$ cat src/rtl/bps_ram.sv
// Generic single-port-write, single-port-read RAM with registered read data.
// No dependencies.
`default_nettype none
module bps_ram #(
	parameter int WIDTH = 32,
	parameter int DEPTH = 128
) (
	input  wire logic                                  clk,
	input  wire logic                                  we,
	input  wire logic [((DEPTH > 1) ? $clog2(DEPTH) : 1)-1:0] waddr,
	input  wire logic [WIDTH-1:0]                      wdata,
	input  wire logic                                  re,
	input  wire logic [((DEPTH > 1) ? $clog2(DEPTH) : 1)-1:0] raddr,
	output logic      [WIDTH-1:0]                      rdata
);
	logic [WIDTH-1:0] mem_q [DEPTH];

	always_ff @(posedge clk) begin
		if (we) mem_q[waddr] <= wdata;
		if (re) rdata <= mem_q[raddr];
	end
endmodule
`default_nettype wire

$ cat config.mk
export PLATFORM = sky130hd
export DESIGN_NAME = bps_ram
export DESIGN_NICKNAME = d
export VERILOG_FILES = /design/src/rtl/bps_ram.sv
export SDC_FILE = /design/constraint.sdc
export NUM_CORES = 2
export LEC_CHECK = 0
export BUFFER_PORTS_ARGS = -buffer_cell sky130_fd_sc_hd__buf_2
export CORE_MARGIN = 1
export CORE_UTILIZATION = 40
export CTS_CLUSTER_SIZE = 28
export DETAILED_ROUTE_END_ITERATION = 10
export GPL_TIMING_DRIVEN = 0
export PLACE_DENSITY = 0.53
export SLEW_MARGIN = 20
export SYNTH_ARGS = -nofsm -noshare
export SYNTH_HDL_FRONTEND = slang
export SYNTH_SLANG_ARGS = --single-unit
$ cat constraint.sdc
create_clock -name clk -period 5.38 [get_ports clk]
set_input_delay 0.538 -clock clk [delete_from_list [all_inputs] [get_ports clk]]
set_output_delay 0.538 -clock clk [all_outputs]
set_load 0.005 [all_outputs]
# Yosys cells after proc, flatten, opt, wreduce, memory -nomap -nowiden
# Memory sizes are Yosys's and may differ from the RTL's. A register that Yosys moved wholly into a read port is not among the register bits.
# Index checks and enable logic that the tools add are counted.
[op_classes]
n_addsub = 0
mul = 0
div_mod_pow = 0
magnitude_cmp = 0
n_eq_ne = 0
n_shift = 0
muxes = 2
n_bitwise = 0
n_reduce_logical = 0
[ops]
columns = ["operator", "count"]
rows = [
  ["$mux W1", 2],
]
[word_totals]
reg_bits = 0
latchBits = 0
mem_bits_rw = 4096
romBits = 0
output_inout_bits = 32
mem_count = 1
[mem_list]
columns = ["memory", "depth", "width", "rd", "rd_ports_with_merged_regs", "wr", "line_no", "rtl"]
rows = [
  ["mem_q", 128, 32, 1, 1, 1, "16", "logic [WIDTH-1:0] mem_q [DEPTH];"],
]

# Longest topological paths before layout
[depth]
depth_word = 2
ltp_mapped = 8

# Worst setup path before layout
# No wires, ideal clock.
[synth_path]
path_type = "input port to flip-flop"
start = "input we"
end = "memory mem_q[98][0], enable pin"
setup_time_ps = 461
arrival_time_ps = 3316
required_time_ps = 4919
path_slack_ps = 1603
path_stages = 3
path_buffers = 1
path_cell_list = "clkbuf_1 nand4_1 nor3_1"
[synth_between]
elab_chain_len = 2
[synth_rtl]
columns = ["item", "line_no", "rtl"]
rows = [
  ["from (decl)", "9", "input wire logic we,"],
  ["$mux W1", "19", "if (we) mem_q[waddr] <= wdata;"],
  ["$mux W1 (implied by the code)", "19", ""],
  ["to (decl)", "16", ""],
]
# No other way between the ends.

==> qor.yml <==
status:
  status: "finished, violations left"
  failed_checks: "DRC"
worst_setup_path:
  r2r_cells: 4
  path_class: "input port to flop"
  timing.rr.end: "rdata[17]"
  reg2reg_from: "mem_q[117][17]"
  reg2reg_slack_ns: 2.46
  setup.worst_path.start_class: "input port"
  cp.arrival_ns: 4.99
  cp_max_fo: 10
  cp.required_ns: 6.07
  end_kind: "flop"
clock_tree:
  clk_pin_slew_ns: 0.06
  cts_buffers: 422
  cts.htree.levels: 5
  clockRootBuffer: "clkbuf_16"
  hold_buffers: 20
  clk_latency_ns: 0.96
  cts_tree: "yes"
  cts.sinks: 4128
  post_cts.repair.setup_buffers: 0
  clock_path_buffers: 4
  cts_resized: 0
power:
  p_leak_nw: 56.0
  clkPwrFrac_pct: 41.8
  ir_drop_v: 0.000277
  powerDensity_nw_per_um2: 369
  pwr-share-comb_pct: 5.6
  swShare_pct: 21.8
  p_int_mw: 53.0
  power_frac_seq_pct: 52.6
  switching_power_mw: 14.7
grt:
  grt_usage_pct: 21.8
  grt_antenna_before_repair: 90
  grt_pass1_vias: 72000
  grt_first_pass_wirelength_mm: 591
  grt-ovfl-total: 0
  grt_max_degree: 113
hold_path:
  whs_path_depth: 1
  min_to: "mem_q[8][7]"
  hold_path.class: "input port to flop"
  hold_start: "wdata[7]"
run:
  drv_cap: 0
route:
  wl_per_cell_um: 34.6
  wl_met2_mm: 206
  wl_met3_mm: 32.8
  drt_iter0_markers: 8521
  drcViolationCount: 4
  top_layer_used: "met5"
  via_count: 70900
  viasPerCell: 5.72
  routed_wl_mm: 429
  antenna_left: 0
  drt-met1-wl_mm: 179
  drt_first_pass_iters: 8
floorplanning:
  die-area_um2: 394000
  ioPinCount: 81
  initial_core_util_pct: 40.2
  fp-row-count: 229
  die_w_um: 628
  die_h_um: 628
  core_um2: 389000
placement:
  gp_congestion: 0.939
  place_area_um2: 170000
  numPortBuffers: 69
  dpl.hpwl_mm: 297
yosys:
  syn_area_um2: 157000
  synth_nets: 6039
  synth_cell_type_count: 16
  synth_top_area_cell: "edfxtp_1"
  synth_cells: 5990
  syn_area_per_cell_um2: 26.1
  synth_top_area_share_pct: 79.2
  ys_warn_count: 0
  ys.flop_type: "edfxtp_1"
  yosys-top-cells-area: "edfxtp_1 (79%), mux4_2 (19%), clkbuf_1 (0.44%)"
  synth_seq_cells: 4128
  synth_edf_count: 4128
  synth_seq_area_share_pct: 79.2
  ys_async_sr_fraction_pct: 0
sta:
  tightest_slew_ns: 1.14
  slew_viol_final: 0
  timing.final.hold_violations: 0
  fmax_mhz: 233
  min_period_ns: 4.29
  grt_setup_unrepaired: "no"
  maxSlewHeadroom_pct: 24.2
  finalSetupTns_ns: 0
  finalSetupViolCount: 0
  final.period_utilization_pct: 79.8
  fin_worst_skew_ns: 0.0471
finish:
  final_common_cell: "edfxtp_1"
  drive_gt1_share_pct: 35.9
  syn_to_final_growth_pct: 17.4
  nets: 6809
  fillerInstances: 31300
  final_cell_mix: "edfxtp_1 (4128), mux4_2 (1344), clkbuf_16 (426)"
  postLayoutCellArea_um2: 184000
  final_util_pct: 47.2
## through the flow
| step | total power, mW | setup WS, ns | cells | hold slack, ns |
|---|---|---|---|---|
| finish | 67.7 | 1.09 | 12400 | 0.0298 |
| global route | 69.5 | 1.16 | 12400 | 0.0257 |
| CTS | 68.2 | 1.23 | 12300 | 0.000947 |
| detailed placement | 40.1 | 0.204 | 11500 | 0.838 |
| global placement | 39.9 | -2.48 | 11300 | 0.943 |
| floorplan | 38.0 | 1.60 | 5990 | 0.637 |
## power groups by stage
stage | Combinational, mW | Clock, mW | Sequential [mW]
floorplan | 1.71 | 0 | 36.3
global placement | 3.56 | 0 | 36.3
detailed placement | 3.79 | 0 | 36.3
CTS | 3.81 | 28.8 | 35.6
global route | 3.94 | 30.0 | 35.6
finish | 3.79 | 28.3 | 35.6
## worst max path at each step
stage / end / cells past startpoint / slack (ns) / startpoint
6_report: rdata[5] / 9 / 1.09 / raddr[2]
5_1_grt: rdata[6] / 9 / 1.16 / raddr[2]
4_1_cts: rdata[5] / 9 / 1.23 / raddr[2]
3_5_place_dp: rdata[5] / 9 / 0.20 / raddr[2]
3_3_place_gp: mem_q[86][18] / 4 / -2.48 / waddr[4]
2_1_floorplan: mem_q[98][0] / 3 / 1.60 / we
## cell type report
type	instances	area, um^2	share of cell area, %
timing repair buffer	346	6150	3.35
antenna	99	248	0.135
buffer	316	1380	0.753
tap	5197	6500	3.54
clock buffer	510	11000	5.97
clock inverter	253	2280	1.24
multi-input combinational	1546	32300	17.6
sequential	4128	124000	67.5
## cell families (layout without fill, tap and decap cells)
kind of cell,count (synthesis),in the layout,share of synthesized area [%]
flip-flops,4128,4128,79.2
other,0,99,0
multiplexers,1376,1376,19.6
buffers and inverters,316,1425,0.837
AND/OR/NAND/NOR,170,170,0.445
## registers in the layout (all words and copies together), names as in the netlist
signal and flops:
mem_q 4096, rdata 32
## layer usage
metal | global-route usage [%] | up-vias
met2 | 34.5 | 2654
li1 | - | 28200
met5 | 0 | -
met4 | 6.15 | 16
met3 | 4.15 | 480
met1 | 31.1 | 39500
## worst max-delay path: stages
cell and delay (ns):
clkbuf_1 0.29, buf_2 0.45, clkbuf_2 0.38, buf_12 0.22, clkbuf_1 0.86, mux4_2 0.46, mux4_2 0.66, mux4_2 0.68
mux2_2 0.39
## cell usage after synthesis, types with 2 or more instances
cell type  count
mux4_2      1344
edfxtp_1    4128
nand2b_1       2
clkbuf_1     182
buf_2         79
nand4_1        3
buf_1         50
nand3_1       12
nor2b_1        7
nand2_1       14
buf_4          3
nor2_1       122
mux2_2        32
buf_6          2
nor3_1         9
(Power assumes the default switching activity.)
