===== src/rtl/bps_pkg.sv =====
// Shared types, constants and floating-point helpers for the bone palette
// skinning block. No dependencies.
`default_nettype none
package bps_pkg;

	localparam int WORDS_PER_BONE = 12;
	localparam int ROWS = 3;
	localparam int COLS = 4;

	localparam logic OP_WRITE = 1'b0;
	localparam logic OP_SKIN  = 1'b1;

	localparam logic [31:0] QNAN_DEFAULT = 32'hFFC0_0000;
	localparam logic [31:0] QUIET_BIT    = 32'h0040_0000;

	typedef logic [31:0] fp32_t;

	// Unrounded operation result; a magnitude with its msb at bit 47 has biased exponent e.
	typedef struct packed {
		logic                spec;
		fp32_t               spec_val;
		logic                sign;
		logic signed [10:0]  e;
		logic [48:0]         mag;
	} fpre_t;

	typedef struct packed {
		logic                spec;
		fp32_t               spec_val;
		logic                sign;
		logic                zero;
		logic signed [10:0]  e;
		logic [47:0]         sig;
	} fnorm_t;

	typedef struct packed {
		logic bad;
		logic eob;
	} flag_t;

	function automatic logic [5:0] fp_lzc48(input logic [47:0] v);
		logic [5:0] n;
		n = 6'd48;
		for (int i = 0; i < 48; i++) begin
			if (v[i]) n = 6'(47 - i);
		end
		return n;
	endfunction

	// Round to nearest even and pack; results below the normal range become denormals.
	function automatic fp32_t fp_round(input logic sign, input logic signed [10:0] e,
			input logic [47:0] sig);
		logic [10:0] d;
		logic [5:0]  sh;
		logic [47:0] shd;
		logic [47:0] lost;
		logic [23:0] m;
		logic        g;
		logic        st;
		logic        up;
		logic [7:0]  ef;
		fp32_t       r;
		d = 11'(11'sd1 - e);
		if (e > 11'sd0) sh = 6'd0;
		else if (d > 11'd48) sh = 6'd48;
		else sh = d[5:0];
		shd  = sig >> sh;
		lost = sig & ~({48{1'b1}} << sh);
		m    = shd[47:24];
		g    = shd[23];
		st   = (|shd[22:0]) | (|lost);
		up   = g & (st | m[0]);
		ef   = (e > 11'sd0) ? e[7:0] : 8'd0;
		if (e > 11'sd254) r = {sign, 8'hFF, 23'd0};
		else r = {sign, ef, m[22:0]} + {31'd0, up};
		return r;
	endfunction

endpackage
`default_nettype wire


===== src/rtl/bps_fop.sv =====
// Three-stage IEEE single multiplier or adder: operate, normalize, round.
// Depends on bps_pkg.
`default_nettype none
module bps_fop #(
	parameter bit IS_ADD = 1'b0
) (
	input  wire logic          clk,
	input  wire logic          en,
	input  wire bps_pkg::fp32_t a,
	input  wire bps_pkg::fp32_t b,
	output bps_pkg::fp32_t      y
);
	import bps_pkg::*;

	fpre_t  pre;
	fpre_t  pre_s1;
	fnorm_t nrm;
	fnorm_t nrm_s2;
	fp32_t  y_s3;

	logic a_nan, b_nan, a_inf, b_inf;

	assign a_nan  = (a[30:23] == 8'hFF) && (a[22:0] != 23'd0);
	assign b_nan  = (b[30:23] == 8'hFF) && (b[22:0] != 23'd0);
	assign a_inf  = (a[30:23] == 8'hFF) && (a[22:0] == 23'd0);
	assign b_inf  = (b[30:23] == 8'hFF) && (b[22:0] == 23'd0);

	generate
		if (IS_ADD) begin : g_add
			always_comb begin : add_pre
				logic        swap;
				fp32_t       bg;
				fp32_t       sm;
				logic [7:0]  eg;
				logic [7:0]  es;
				logic [7:0]  d;
				logic [48:0] ag;
				logic [48:0] as0;
				logic [48:0] ash;
				logic [48:0] lost;
				logic        sub;
				logic [48:0] mag;
				swap = b[30:0] > a[30:0];
				bg   = swap ? b : a;
				sm   = swap ? a : b;
				eg   = (bg[30:23] == 8'd0) ? 8'd1 : bg[30:23];
				es   = (sm[30:23] == 8'd0) ? 8'd1 : sm[30:23];
				d    = eg - es;
				ag   = {1'b0, (bg[30:23] != 8'd0), bg[22:0], 24'd0};
				as0  = {1'b0, (sm[30:23] != 8'd0), sm[22:0], 24'd0};
				ash  = as0 >> d;
				lost = as0 & ~({49{1'b1}} << d);
				ash[0] = ash[0] | (|lost);
				sub  = bg[31] ^ sm[31];
				mag  = sub ? (ag - ash) : (ag + ash);
				pre.mag  = mag;
				pre.e    = $signed({3'b000, eg});
				// Exact cancellation gives +0; only two negative zeros keep the sign.
				pre.sign = (mag == 49'd0) ? (bg[31] & ~sub) : bg[31];
				pre.spec = a_nan | b_nan | a_inf | b_inf;
				if (a_nan) pre.spec_val = a | QUIET_BIT;
				else if (b_nan) pre.spec_val = b | QUIET_BIT;
				else if (a_inf && b_inf && (a[31] != b[31])) pre.spec_val = QNAN_DEFAULT;
				else if (a_inf) pre.spec_val = a;
				else pre.spec_val = b;
			end
		end else begin : g_mul
			logic a_zero, b_zero;

			assign a_zero = (a[30:0] == 31'd0);
			assign b_zero = (b[30:0] == 31'd0);

			always_comb begin : mul_pre
				logic [7:0]  ea;
				logic [7:0]  eb;
				logic [23:0] ma;
				logic [23:0] mb;
				logic [47:0] prod;
				ea   = (a[30:23] == 8'd0) ? 8'd1 : a[30:23];
				eb   = (b[30:23] == 8'd0) ? 8'd1 : b[30:23];
				ma   = {(a[30:23] != 8'd0), a[22:0]};
				mb   = {(b[30:23] != 8'd0), b[22:0]};
				prod = ma * mb;
				pre.mag  = {1'b0, prod};
				pre.e    = $signed({3'b000, ea}) + $signed({3'b000, eb}) - 11'sd126;
				pre.sign = a[31] ^ b[31];
				pre.spec = a_nan | b_nan | a_inf | b_inf;
				if (a_nan) pre.spec_val = a | QUIET_BIT;
				else if (b_nan) pre.spec_val = b | QUIET_BIT;
				else if ((a_inf && b_zero) || (a_zero && b_inf)) pre.spec_val = QNAN_DEFAULT;
				else pre.spec_val = {a[31] ^ b[31], 8'hFF, 23'd0};
			end
		end
	endgenerate

	always_comb begin
		logic [5:0] lz;
		lz = fp_lzc48(pre_s1.mag[47:0]);
		nrm.spec     = pre_s1.spec;
		nrm.spec_val = pre_s1.spec_val;
		nrm.sign     = pre_s1.sign;
		nrm.zero     = (pre_s1.mag == 49'd0);
		if (pre_s1.mag[48]) begin
			nrm.sig = {pre_s1.mag[48:2], pre_s1.mag[1] | pre_s1.mag[0]};
			nrm.e   = pre_s1.e + 11'sd1;
		end else begin
			nrm.sig = pre_s1.mag[47:0] << lz;
			nrm.e   = pre_s1.e - $signed({5'b00000, lz});
		end
	end

	always_ff @(posedge clk) begin
		if (en) begin
			pre_s1 <= pre;
			nrm_s2 <= nrm;
			if (nrm_s2.spec) y_s3 <= nrm_s2.spec_val;
			else if (nrm_s2.zero) y_s3 <= {nrm_s2.sign, 31'd0};
			else y_s3 <= fp_round(nrm_s2.sign, nrm_s2.e, nrm_s2.sig);
		end
	end

	assign y = y_s3;
endmodule
`default_nettype wire


===== config.mk =====
export PLATFORM = sky130hd
export DESIGN_NAME = bps_fop
export DESIGN_NICKNAME = d
export VERILOG_FILES = /design/src/rtl/bps_pkg.sv /design/src/rtl/bps_fop.sv
export SDC_FILE = /design/constraint.sdc
export NUM_CORES = 2
export LEC_CHECK = 0
export ABC_AREA = 1
export ABC_CLOCK_PERIOD_IN_PS = 7500
export BUFFER_PORTS_ARGS = -buffer_cell sky130_fd_sc_hd__buf_2
export CAP_MARGIN = 10
export CORE_ASPECT_RATIO = 1.4
export CORE_MARGIN = 4
export CORE_UTILIZATION = 25
export CTS_CLUSTER_SIZE = 25
export DETAILED_ROUTE_END_ITERATION = 8
export PLACE_DENSITY = 0.48
export SKIP_LAST_GASP = 1
export SLEW_MARGIN = 20
export SYNTH_ARGS = -nofsm -noshare
export SYNTH_HDL_FRONTEND = slang
export SYNTH_SLANG_ARGS = --single-unit

===== constraint.sdc =====
create_clock -name clk -period 7.5 [get_ports clk]
set_clock_uncertainty 0.1 [all_clocks]
set_input_delay 0 -clock clk [delete_from_list [all_inputs] [get_ports clk]]
set_output_delay 0 -clock clk [all_outputs]
set_load 0.1 [all_outputs]

==> Word level (Yosys, flattened, before mapping) <==
Index checks and enable logic that the tools add are counted.
Widths: inputs -> output; s select.
{ "word_totals": {"input_bits": 66, "out_inout_bits": 32, "ff_bits": 219} }
{ "classes": {"shifts": 3, "n_eq_ne": 2, "order_cmp": 3, "n_mul": 1, "mux": 62, "n_bitwise": 9, "n_addsub": 5, "reduce_logical": 21} }
{ "ops": {"columns": ["cell", "n"], "rows": [
  ["$mux 6", 52],
  ["$mux 32", 6],
  ["$logic_not 31->1", 2],
  ["$logic_not 49->1", 1],
  ["$and 48x48->48", 1],
  ["$mul 24x24->48", 1],
  ["$not 48->48", 1],
  ["$reduce_or 48->1", 1],
  ["$shl 48x6->48", 1],
  ["$shl 48x6->48 const A", 1],
  ["$shr 48x6->47", 1],
  ["$logic_not 23->1", 2],
  ["$reduce_bool 23->1", 2],
  ["$add 32x1->32", 1],
  ["$mux 8", 3],
  ["$reduce_or 23->1", 1],
  ["$eq 8x8->1 const B", 2],
  ["$logic_not 8->1", 2],
  ["$reduce_bool 8->1", 2],
  ["$gt 11x1->1 const B", 1],
  ["$gt 11x6->1 const B", 1],
  ["$gt 11x9->1 const B", 1],
  ["$sub 11x7->11", 1],
  ["$sub 2x11->11 const A", 1],
  ["other kinds (9)", 18]
]} }

==> Longest topological paths before layout <==
{ "depth": {"depth_word": 49, "depth_mapped": 58} }

==> Worst setup path before layout <==
No wires, ideal clock.
{ "synth_path": {"kind": "input to register", "startpoint": "input a[14]", "endpoint": "register pre_s1[46] (netlist name), data pin", "arrival_ns": 7.214, "setup_time_ns": 0.269, "required_time_ns": 7.131, "stages": 42, "path_buffers": 2, "slack_ns": -0.083, "path_cell_list": "clkbuf_1 > clkbuf_1 > nand2_1 > fa_1 > inv_1 > fa_1 > fa_1 > fa_1 > fa_1 > inv_1 > fa_1 > inv_1 > fa_1 > ha_1 > nand2_1 > o21ai_0 > o21bai_1 > inv_1 > (+6 left out) > o21ai_0 > nand3_1 > nand2_1 > nand3_1 > nand2_1 > nand3_1 > nand2_1 > nand3_1 > nand2_1 > nand3_1 > nand2_1 > nand3_1 > nand2_1 > nand3_1 > nand2_1 > inv_1 > o31ai_1 > xor2_1"} }
{ "synth_between": {"elab_chain_len": 1} }
{ "synth_lines": {"columns": ["element", "line", "source"], "rows": [
  ["start: declaration", "bps_fop.sv:9", "input wire bps_pkg::fp32_t a,"],
  ["$mul 24x24->48", "bps_fop.sv:83", "prod = ma * mb;"],
  ["named net g_mul.mul_pre.prod[46]", "bps_fop.sv:78", "logic [47:0] prod;"],
  ["end signal: assignment", "bps_fop.sv:114", "pre_s1 <= pre;"],
  ["end: declaration", "bps_fop.sv:16", "fpre_t pre_s1;"]
]} }
The timed path passes the listed nets, and every way through them passes these cells.
A chain may end at the register's enable or synchronous reset.

==> Final worst setup path <==
{ "layout_path": {"startpoint": "input a[30]", "endpoint": "register pre_s1[47] (netlist name), data pin"} }
{ "layout_between": {"elab_chain_len": 2} }
{ "layout_lines": {"columns": ["element", "line", "source"], "rows": [
  ["$reduce_bool 8->1", "bps_fop.sv:81", "ma = {(a[30:23] != 8'd0), a[22:0]};"],
  ["$mul 24x24->48", "bps_fop.sv:83", null],
  ["named net g_mul.mul_pre.prod[47]", "bps_fop.sv:78", null]
]} }
The timed path passes the listed nets, and every way through them passes these cells.

==> impl_results.md <==
* Site Rows at 158
* Max Transition Viols Final at 0
* WL final at 112000 um
* Count of cell types in the netlist at 66
* Least-Margin Pin Slew at 0.958 ns
* Post-route ant nets at 0
* CP Launch Point: a[30]
* Clk Latency, worst-skew pair at 0.56 ns
* Setup_tns at 0 ns
* RSZ-0062 raised after global routing: yes
* Setup violations, final at 0
* Setup slack at placement at -0.542 ns
* Largest net degree at the start of global routing at 78
* Final setup margin at 0.319 ns
* Core area at 0.132 sq mm
* DR vias at 27900
* Syn Std Cell Area at 0.0332 sq mm
* Most frequent CP cell: fa_1
* Final core utilization at 0.289
* Vias/cell at 4.50
* Sequential share of the synthesized area at 0.197
* Worst r2r src: nrm_s2[49]$_DFFE_PP_
* # fillers at 14300
* Worst Reg2Reg Path Length in Cells at 35
* Number of flops mapped to enable cells by yosys at 218
* Die ar. at 0.139 sq mm
* Fin. Hold Viols at 0
* Final net count at 5170
* Total GRT Usage at 0.161
* CTS root buf: clkbuf_16
* Iter 0 DRT Violations at 1621
* TritonRoute pass-1 iters at 5
* Status: complete, no violations
* Final period utilization at 0.957
* DP Wirelength at 94900 um
* Max cap viols at 0
* Area of the multi-input gates at 0.0223 sq mm
* Commonest non-fill, non-tap cells in the layout: nand2_1 (1076), inv_1 (933), fa_1 (483)
* CP Max Fanout at 16
* Worst reg2reg setup slack at 1.35 ns
* WP data required at 7.70 ns
* Crit path launch type: input pin
* I/O Pins at 98
* Hold Path Class: input pin to register
* Die height at 439 um
* Share of cells above drive strength 1 at 0.106
* Seq cells post-synth at 218
* Per-cell routed wire length at 18.0 um
* CTS tree: done
* Slowest stage delay, CP at 0.55 ns
* Most area-consuming cells after synthesis: fa_1 (29%), edfxtp_1 (20%), nand2_1 (12%), inv_1 (11%), ha_1 (7.5%)
* Initial Util at 0.251
* Grt total ovfl at 0
* Fin Hold WS at 0.0392 ns
* Setup CP Type: input pin to register
* Most common cell after layout, fill and taps aside: nand2_1
* Initial antenna violation count at 10
* Max Freq at 139 MHz
* DR DRC count at 0
* Input/output buffers at 97
* WP data arrival at 7.38 ns
* Vias in the first global route at 29500
* Syn avg cell area at 7.84 sq um
* Yosys top cell by area: fa_1
* Ys flop type: edfxtp_1
* Reg2reg end: y[30]$_DFFE_PP_
* Slew headroom at 0.361
* Placer Congestion at 0.897
* Asr flop ratio synth at 0
* Register area at 0.00655 sq mm
* YS warnings at 0
* H-tree depth at 1
* Final min period at 7.18 ns
* Worst path slowest cell: fa_1
* Global-route wire length before repair at 173000 um
* Clk buf depth at 3
* CP endpoint: pre_s1[47]$_DFFE_PP_
* TritonCTS Sinks at 218
* Synthesized instance count at 4238
* Clk slew on worst S/H paths at 0.06 ns
* Synth top area share at 0.292
* CP endpoint kind: register
* Layout area overhead at 15.2%
* Inserted Clock Buffers at 24
* Die width at 316 um
==> routing by layer <==
metal  global-route usage  vias up  share of wire
met1                0.187    13700           0.39
met3               0.0125      176          0.036
met2                0.307      659           0.53
met5                    0        -        0.00048
met4               0.0563        8          0.036
li1                     -    13400              -
==> worst max-delay path: cells and delay by family <==
family | cells | cell delay (ns)
xor gates and xnor gates | 1 | 0.14
and+or+nand+nor | 8 | 0.78
buffers and inverters | 13 | 1.84
adders and majority gates | 8 | 3.74
AOI/OAI and AO/OA | 5 | 0.82
==> flip-flops by register name (all words and copies together), names as in the netlist <==
register,count
pre_s1,58
nrm,34
nrm_s2,94
y,32
==> worst min-delay path by stage <==
stage / startpoint / end / slack (ns) / cells past startpoint
global placement: nrm[89]$_DFFE_PP_ / nrm_s2[89]$_DFFE_PP_ / 0.30 / 0
CTS: b[30] / pre_s1[58]$_DFFE_PP_ / 0.003 / 6
floorplan: en / nrm[60]$_DFFE_PP_ / 0.01 / 0
finish: b[30] / pre_s1[58]$_DFFE_PP_ / 0.04 / 6
detailed placement: nrm[65]$_DFFE_PP_ / nrm_s2[65]$_DFFE_PP_ / 0.30 / 0
global route: b[30] / pre_s1[58]$_DFFE_PP_ / 0.05 / 6
==> cell usage after synthesis, drive strengths merged, types with 9 or more instances <==
master / number
nor3: 32
fa: 484
xnor2: 23
edfxtp: 218
nand4: 37
nor4: 24
o21ai: 188
xor2: 54
ha: 198
nand3: 367
inv: 947
nor2: 153
buf: 25
a21oi: 85
o22ai: 18
nand2: 1085
clkbuf: 204
o31ai: 9
==> cell families (layout without fill, tap and decap cells) <==
| group | count (synthesis) | after routing | synth area share |
|---|---|---|---|
| and+or+nand+nor | 1721 | 1721 | 0.220 |
| buffers and inverters | 1179 | 1374 | 0.134 |
| adders and majority gates | 682 | 682 | 0.366 |
| AOI/OAI and AO/OA | 355 | 355 | 0.0605 |
| DFF | 218 | 218 | 0.197 |
| xor gates and xnor gates | 77 | 77 | 0.0203 |
| muxes | 5 | 5 | 0.00151 |
| other | 1 | 14 | 0.000113 |
==> final cells by class <==
cell class,instances,share of cell area
antenna,6,0.000392
clock inverter,16,0.00464
clock buffer,28,0.0161
inverter,950,0.0932
timing repair buffer,380,0.0732
tap,1760,0.0575
sequential,218,0.171
multi-input combinational,2848,0.584
==> timing repair <==
action	in CTS	in global routing
endpoints found under the hold margin	74	0
endpoints found under the setup margin	0	8
hold buffers	11	0
gates resized for setup	0	37
buffers inserted	0	4
==> stage by stage <==
step / cell area (sq um) / instances
2_1_floorplan: 33300 / 4245
5_1_grt: 38300 / 6202
6_report: 38300 / 6206
4_1_cts: 38100 / 6197
3_5_place_dp: 37200 / 6142
3_3_place_gp: 37200 / 6142
Power is not shown: default switching activity piles up to over one toggle a cycle in this logic, so the estimate is an artifact.
